==> src/sv/nmbf_pkg.sv <==
`timescale 1ns / 1ps

package nmbf_pkg;

  localparam int NMBF_BOX_COUNT  = 16;
  localparam int NMBF_RING_DEPTH = 64;
  localparam int NMBF_COUNT_MAX  = 255;

  typedef enum logic [1:0] {
    CMD_OPEN  = 2'd0,
    CMD_CLOSE = 2'd1,
    CMD_SEND  = 2'd2,
    CMD_RECV  = 2'd3
  } cmd_t;

  typedef enum logic [1:0] {
    ST_OK      = 2'd0,
    ST_NO_FREE = 2'd1,
    ST_FULL    = 2'd2,
    ST_EMPTY   = 2'd3
  } status_t;

  typedef struct packed {
    status_t    status;
    logic [3:0] opened;
    logic [6:0] fill;
    logic       wake_send;
    logic       wake_recv;
    logic       rx_ok;
  } res_t;

  typedef struct packed {
    logic we;
    logic re;
  } mem_ctl_t;

endpackage

==> src/sv/nmbf_table.sv <==
`timescale 1ns / 1ps

module nmbf_table import nmbf_pkg::*; #(
  parameter int BOX_COUNT  = NMBF_BOX_COUNT,
  parameter int RING_DEPTH = NMBF_RING_DEPTH,
  localparam int BOX_IDX_W = (BOX_COUNT > 1) ? $clog2(BOX_COUNT) : 1,
  localparam int ADDR_W    = $clog2(BOX_COUNT * RING_DEPTH)
) (
  input  logic              clk,
  input  logic              rst_n,
  input  logic              commit,
  input  logic [1:0]        command,
  input  logic [55:0]       name_key,
  input  logic [3:0]        box_index,
  input  logic [7:0]        data_byte,
  input  logic              last_of_message,
  output res_t              res,
  output mem_ctl_t          mem_ctl,
  output logic [ADDR_W-1:0] mem_addr,
  output logic [7:0]        mem_wdata
);

  localparam int PTR_W = $clog2(RING_DEPTH);
  localparam int CNT_W = $clog2(RING_DEPTH + 1);
  localparam int EXT_W = (BOX_IDX_W > 4) ? BOX_IDX_W : 4;

  logic [55:0]      names_r [BOX_COUNT];
  logic [55:0]      names_nxt [BOX_COUNT];
  logic [7:0]       users_r [BOX_COUNT];
  logic [7:0]       users_nxt [BOX_COUNT];
  logic [PTR_W-1:0] rptr_r [BOX_COUNT];
  logic [PTR_W-1:0] rptr_nxt [BOX_COUNT];
  logic [PTR_W-1:0] wptr_r [BOX_COUNT];
  logic [PTR_W-1:0] wptr_nxt [BOX_COUNT];
  logic [CNT_W-1:0] cnt_r [BOX_COUNT];
  logic [CNT_W-1:0] cnt_nxt [BOX_COUNT];

  cmd_t                 cmd;
  logic [EXT_W-1:0]     idx_ext;
  logic                 present;
  logic [BOX_IDX_W-1:0] sel;
  logic                 hit_found;
  logic [BOX_IDX_W-1:0] hit_idx;
  logic                 free_found;
  logic [BOX_IDX_W-1:0] free_idx;
  logic [BOX_IDX_W-1:0] tgt;
  logic [7:0]           tgt_users;
  logic [CNT_W-1:0]     tgt_cnt;
  logic [PTR_W-1:0]     tgt_rptr;
  logic [PTR_W-1:0]     tgt_wptr;
  logic [PTR_W-1:0]     mem_ptr;

  assign cmd     = cmd_t'(command);
  assign idx_ext = EXT_W'(box_index);
  assign present = {1'b0, idx_ext} < (EXT_W + 1)'(BOX_COUNT);
  assign sel     = idx_ext[BOX_IDX_W-1:0];

  // name match and free slot search, lowest index wins
  always_comb begin
    hit_found  = 1'b0;
    hit_idx    = '0;
    free_found = 1'b0;
    free_idx   = '0;
    for (int i = 0; i < BOX_COUNT; i++) begin
      if (!hit_found && users_r[i] != 8'd0 && names_r[i] == name_key) begin
        hit_found = 1'b1;
        hit_idx   = BOX_IDX_W'(i);
      end
      if (!free_found && users_r[i] == 8'd0) begin
        free_found = 1'b1;
        free_idx   = BOX_IDX_W'(i);
      end
    end
  end

  // one shared read address into the table for the whole command
  assign tgt       = (cmd == CMD_OPEN) ? (hit_found ? hit_idx : free_idx) : sel;
  assign tgt_users = users_r[tgt];
  assign tgt_cnt   = cnt_r[tgt];
  assign tgt_rptr  = rptr_r[tgt];
  assign tgt_wptr  = wptr_r[tgt];

  assign mem_ptr   = (cmd == CMD_SEND) ? tgt_wptr : tgt_rptr;
  assign mem_addr  = ADDR_W'(ADDR_W'(tgt) * ADDR_W'(RING_DEPTH) + ADDR_W'(mem_ptr));
  assign mem_wdata = data_byte;

  always_comb begin
    names_nxt = names_r;
    users_nxt = users_r;
    rptr_nxt  = rptr_r;
    wptr_nxt  = wptr_r;
    cnt_nxt   = cnt_r;
    res       = '0;
    mem_ctl   = '0;
    unique case (cmd)
      CMD_OPEN: begin
        if (hit_found) begin
          if (tgt_users != 8'(NMBF_COUNT_MAX)) begin
            users_nxt[tgt] = tgt_users + 8'd1;
          end
          res.opened = 4'(tgt);
          res.fill   = 7'(tgt_cnt);
        end else if (free_found) begin
          names_nxt[tgt] = name_key;
          rptr_nxt[tgt]  = '0;
          wptr_nxt[tgt]  = '0;
          cnt_nxt[tgt]   = '0;
          users_nxt[tgt] = 8'd1;
          res.opened     = 4'(tgt);
        end else begin
          res.status = ST_NO_FREE;
        end
      end
      CMD_CLOSE: begin
        if (present) begin
          if (tgt_users != 8'd0) begin
            users_nxt[tgt] = tgt_users - 8'd1;
            if (tgt_users == 8'd1) begin
              names_nxt[tgt] = '0;
              res.wake_send  = 1'b1;
              res.wake_recv  = 1'b1;
            end
          end
          res.fill = 7'(tgt_cnt);
        end
      end
      CMD_SEND: begin
        if (!present) begin
          res.status = ST_FULL;
        end else if (tgt_cnt >= CNT_W'(RING_DEPTH)) begin
          res.status = ST_FULL;
          res.fill   = 7'(tgt_cnt);
        end else begin
          mem_ctl.we    = commit;
          wptr_nxt[tgt] = (tgt_wptr == PTR_W'(RING_DEPTH - 1)) ? '0 : tgt_wptr + 1'b1;
          cnt_nxt[tgt]  = tgt_cnt + 1'b1;
          res.fill      = 7'(tgt_cnt + 1'b1);
          res.wake_recv = last_of_message || (tgt_cnt == CNT_W'(RING_DEPTH - 1));
        end
      end
      CMD_RECV: begin
        if (!present || tgt_cnt == '0) begin
          res.status = ST_EMPTY;
        end else begin
          mem_ctl.re    = commit;
          rptr_nxt[tgt] = (tgt_rptr == PTR_W'(RING_DEPTH - 1)) ? '0 : tgt_rptr + 1'b1;
          cnt_nxt[tgt]  = tgt_cnt - 1'b1;
          res.fill      = 7'(tgt_cnt - 1'b1);
          res.wake_send = last_of_message || (tgt_cnt == CNT_W'(1));
          res.rx_ok     = 1'b1;
        end
      end
    endcase
  end

  always_ff @(posedge clk) begin
    if (!rst_n) begin
      names_r <= '{default: '0};
      users_r <= '{default: '0};
      rptr_r  <= '{default: '0};
      wptr_r  <= '{default: '0};
      cnt_r   <= '{default: '0};
    end else if (commit) begin
      names_r <= names_nxt;
      users_r <= users_nxt;
      rptr_r  <= rptr_nxt;
      wptr_r  <= wptr_nxt;
      cnt_r   <= cnt_nxt;
    end
  end

endmodule

==> config.mk <==
export PLATFORM = sky130hd
export DESIGN_NAME = nmbf_table
export DESIGN_NICKNAME = d
export VERILOG_FILES = /design/src/sv/nmbf_pkg.sv /design/src/sv/nmbf_table.sv
export SDC_FILE = /design/constraint.sdc
export NUM_CORES = 2
export LEC_CHECK = 0
export BUFFER_PORTS_ARGS = -buffer_cell sky130_fd_sc_hd__buf_2
export CAP_MARGIN = 20
export CORE_AREA = 5 5 442 444
export DETAILED_ROUTE_END_ITERATION = 10
export DIE_AREA = 0 0 447 449
export PLACE_DENSITY = 0.51
export SLEW_MARGIN = 20
export SYNTH_ARGS = -nofsm -noshare
export SYNTH_HDL_FRONTEND = slang
export SYNTH_SLANG_ARGS = --single-unit
==> constraint.sdc <==
create_clock -name clk -period 10.65 [get_ports clk]
set_input_delay 1.5975 -clock clk [delete_from_list [all_inputs] [get_ports clk]]
set_output_delay 1.5975 -clock clk [all_outputs]
set_load 0.02 [all_outputs]
==> Yosys cells after proc, flatten, opt, wreduce, memory -nomap -nowiden <==
Index checks and enable logic that the tools add are counted.
{ "word_totals": {"ff_bits": 1328, "out_inout_bits": 36, "word_cells": 397} }
{ "classes": {"add_sub_neg": 7, "n_lt_le_gt_ge": 3, "n_eq_ne": 33, "n_mux": 140, "n_bitwise": 11, "reduce_logical": 123} }
{ "ops": {"columns": ["op", "count"], "rows": [
  ["two-way mux 896 bit", 4],
  ["case mux 896 bit (2 select lines)", 1],
  ["AND 896 bit", 1],
  ["bitwise mux 896 bit", 1],
  ["equality test 56 bit", 16],
  ["NOT 896 bit", 1],
  ["two-way mux 96 bit", 6],
  ["two-way mux 128 bit", 4],
  ["two-way mux 112 bit", 4],
  ["case mux 96 bit (2 select lines)", 2],
  ["case mux 112 bit (3 select lines)", 1],
  ["bitwise mux 128 bit", 2],
  ["case mux 128 bit (2 select lines)", 1],
  ["AND 112 bit", 2],
  ["bitwise mux 112 bit", 2],
  ["demux 56 bit (select 4 bit)", 1],
  ["NOT 112 bit", 2],
  ["AND 96 bit", 2],
  ["bitwise mux 96 bit", 2],
  ["nonzero test 8 bit", 17],
  ["logical NOT 8 bit", 16],
  ["two-way mux 4 bit", 32],
  ["NOT 96 bit", 1],
  ["two-way mux 56 bit", 1],
  ["other kinds (44)", 195]
]} }

==> Longest topological paths before layout <==
{ "logic_depth": {"depth_word": 75, "mapped_depth": 32, "mapped_depth_nobuf": 22} }

==> Least setup slack after synthesis <==
OpenSTA, ideal clock, no wires.
{ "synth_path": {"path_type": "input port to output port", "startpoint": "input name_key[15]", "endpoint": "output res[3] (netlist name)", "t_arrival_ns": 7.365, "required_ns": 9.053, "slack_ns": 1.688, "path_stages": 26, "path_buffers": 10, "path_cell_list": "buf_2 -> buf_4 -> xor2_1 -> or4_1 -> or4bb_1 -> nor4_1 -> o211ai_1 -> a311oi_1 -> o31a_1 -> buf_4 -> buf_6 -> buf_6 -> buf_6 -> buf_6 -> buf_4 -> buf_6 -> mux2i_1 -> o32ai_1 -> nor4_2 -> ha_1 -> inv_1 -> o41ai_1 -> clkbuf_1 -> inv_1 -> o211ai_1 -> o21ai_0"} }
{ "synth_lines": {"columns": ["element", "line", "rtl"], "rows": [
  ["start, declared", "nmbf_table.sv:13", "input logic [55:0] name_key,"],
  ["end, declared", "nmbf_table.sv:17", "output res_t res,"]
]} }

==> impl_metrics.toml <==
[synth]
yosys_warnings = 0
synth_area_per_cell_sq_um = 9.09
yosysSeqAreaShare_pct = 40.0
yosys.area.top_type = "dfxtp_1"
synth.most_common_cell = "dfxtp_1"
synthCells = 7318
synth_top_area_share_pct = 40.0
synth-main-ff-cell = "dfxtp_1"
async_reset_ff_share_pct = 0
yosys-top-cells-area = "dfxtp_1, mux2i_1, xor2_1, nand2_1, xnor2_1"
syn_area_sq_um = 66500
synth-seq-cells = 1328
ys_types = 85
synth_edf_count = 0
synth_common_cells = "dfxtp_1, nand2_1, mux2i_1"
syn-num-nets = 7406

[timing]
slew_viol_final = 0
finalCritPeriodShare_pct = 99.3
hold_viol_final = 0
worstMarginPinSlew_ns = 1.25
period_minus_slack_ns = 10.58
fin_skew_ns = 0.0484
slew_headroom_pct = 16.7
setup-violations-final = 0
tns_ns = 0
fmax_ghz = 0.0945
holdWs_ns = 0.451
layout_setup_ws_ns = 0.0727
rsz0062_at_grt = "false"

[floorplanning]
io_pins = 110
start_util_pct = 34.8
dieArea_sq_um = 201000
die_h_um = 449
die_w_um = 447
core-area_sq_um = 191000
row_count = 161

[worst_setup_path]
critPathMaxStageDelay_ns = 0.99
r2r_slack_ns = 1.99
crit_chain = "buf_2 -> buf_4 -> xnor2_1 -> nand4_1 -> nor4_1 -> nand3_1 -> nor4_1 -> a211oi_1 -> a311oi_1 -> o31a_2 -> buf_4 -> buf_12 -> mux2i_1 -> o221ai_1 -> a211o_1 -> or3_1 -> or3_1 -> nor3b_1 -> buf_4 -> o21bai_1 -> buf_2"
worstSetupEndpointType = "primary output"
worstPathRequired_ns = 9.05
crit_path_end = "res[2]"
cpMaxStageDelayCell = "nor4_1"
path_max_fanout = 43
crit_path_frequent_cell = "buf_4"
crit_path_start = "name_key[15]"
path_class = "input port to primary output"
r2r_end = "users_r[126]$_SDFFE_PN0P_"
ff2ff_path_depth = 23
start_kind = "input port"
arrival_ns = 8.98
r2r-start = "users_r[115]$_SDFFE_PN0P_"

[clock_network]
cts_tree = "built"
insertion_delay_ns = 0.82
post_cts_buffers = 0
cts.path.max_buffers = 3
cts.sinks = 1328
clk_pin_slew_ns = 0.06
h-tree-depth = 4
cts_root_buffer = "clkbuf_16"
ctsHoldBuffers = 0
cts_resized = 0
cts_buffers = 152

[power]
vdd_drop_max_uv = 142
power_density_nw_per_um2 = 162
p_comb_share_pct = 11.5
finalPower_mw = 12.2
power_frac_clock_pct = 47.2
sw_frac_of_total_pct = 28.2
p_sw_mw = 3.44
p_leak_nw = 34.3
p_int_mw = 8.75
power_frac_seq_pct = 41.3

[detailed_routing]
drt-total-wl_um = 309000
drc_errors = 0
ant_nets = 0
via_per_inst = 5.76
initialDrtViolationCount = 6448
drt_pass1_iterations = 6
num_vias = 57300
wl_per_cell_um = 31.1

[final_layout]
fin_cells = 9941
drive_above_1_share_pct = 10.9
area_growth_pct = 13.4
fin_nets = 7370

[min_path]
worstHoldPathCells = 2
min_path_type = "flop to flop"

[global_route]
grt_pass1_vias = 55200
antenna_found_initial = 13
overflow = 0
grt_pass1_wl_um = 429000
grt_max_degree = 187
grt_use_total_pct = 29.7

[run_status]
status = "complete, no violations"

[placement]
dp_slack_ns = 0.282
io_buffers = 93
gp_congestion = 0.996
dp_cells = 9652
hpwl_um = 211000

[run]
drv_cap = 0
## flip-flops by register name (all words and copies together) (netlist names)
signal / cells
cnt_r: 112
names_r: 896
rptr_r: 96
users_r: 128
wptr_r: 96
## logic make-up (layout without fill, tap and decap cells)
family | Yosys count | count (layout) | share of synthesized area (%)
compound gates | 849 | 849 | 7.92
xor+xnor | 919 | 919 | 12.1
fa+ha+maj | 14 | 14 | 0.263
buf+inv | 622 | 710 | 5.15
flops | 1328 | 1328 | 40.0
mux | 1149 | 1149 | 17.4
other cells | 0 | 9 | 0
simple gates | 2437 | 2437 | 17.2
## cell usage in the layout, fill, tap and decap left out, types with 16 or more instances in the layout
| cell | count |
|---|---|
| a211oi_1 | 130 |
| a21oi_1 | 248 |
| and2_1 | 44 |
| buf_12 | 30 |
| buf_2 | 92 |
| buf_4 | 273 |
| bufinv_16 | 19 |
| clkbuf_1 | 22 |
| clkbuf_16 | 153 |
| clkbuf_8 | 40 |
| clkinv_2 | 25 |
| dfxtp_1 | 1328 |
| inv_1 | 29 |
| mux2_2 | 40 |
| mux2i_1 | 1106 |
| nand2_1 | 1184 |
| nand2_2 | 33 |
| nand2_4 | 16 |
| nand3_1 | 136 |
| nand4_1 | 163 |
| nor2_1 | 329 |
| nor3_1 | 44 |
| nor4_1 | 292 |
| o21ai_0 | 242 |
| o22ai_1 | 35 |
| o2bb2ai_1 | 21 |
| or3_1 | 28 |
| or4_1 | 38 |
| xnor2_1 | 270 |
| xor2_1 | 648 |
## metal layers
layer	vias up	part of all wire [%]	track usage (%)
met5	-	0.013	0
met4	6	7.6	19.0
met3	825	7.1	4.66
met2	2668	45	47.7
met1	28400	40	37.0
li1	25400	-	-
## worst min-delay path by stage
stage	from	to	slack (ns)
after floorplan	wptr_r[51]$_SDFFE_PN0P_	wptr_r[51]$_SDFFE_PN0P_	0.43
after global placement	wptr_r[33]$_SDFFE_PN0P_	wptr_r[33]$_SDFFE_PN0P_	0.44
after detailed placement	wptr_r[14]$_SDFFE_PN0P_	wptr_r[14]$_SDFFE_PN0P_	0.44
after CTS	wptr_r[14]$_SDFFE_PN0P_	wptr_r[14]$_SDFFE_PN0P_	0.45
after global routing	wptr_r[74]$_SDFFE_PN0P_	wptr_r[74]$_SDFFE_PN0P_	0.47
final	wptr_r[14]$_SDFFE_PN0P_	wptr_r[14]$_SDFFE_PN0P_	0.45
## layout make-up
| type | count | area (sq um) |
|---|---|---|
| Clock buffer | 215 | 4460 |
| Inverter | 34 | 133 |
| Antenna cell | 9 | 22.5 |
| Fill cell | 19100 | 116000 |
| Clock inverter | 63 | 968 |
| Timing Repair Buffer | 398 | 3160 |
| Multi-Input combinational cell | 5368 | 36900 |
| Sequential cell | 1328 | 26600 |
| Tap cell | 2526 | 3160 |
## critical path, delay by kind of cell
family          cells  cell delay [ns]
buf+inv             6             1.83
xor+xnor            1             0.17
compound gates      6             1.57
mux                 1             0.47
simple gates        7             3.23
## through the flow
stage                     instance area [sq um]  utilization, %
final                                     75400            39.4
after global routing                      75400            39.4
after CTS                                 75300            39.4
after detailed placement                  69900            36.6
after global placement                    69800            36.5
after floorplan                           66500               -
## power by group through the flow
| stage | clock network, mW | logic [mW] | registers [mW] |
|---|---|---|---|
| CTS | 5.79 | 1.37 | 5.03 |
| global placement | 0 | 1.37 | 5.14 |
| detailed placement | 0 | 1.36 | 5.14 |
| floorplan | 0 | 0.748 | 5.13 |
| finish | 5.75 | 1.41 | 5.03 |
| global route | 6.01 | 1.43 | 5.03 |
Note: power is estimated with default switching activity, not from simulation.
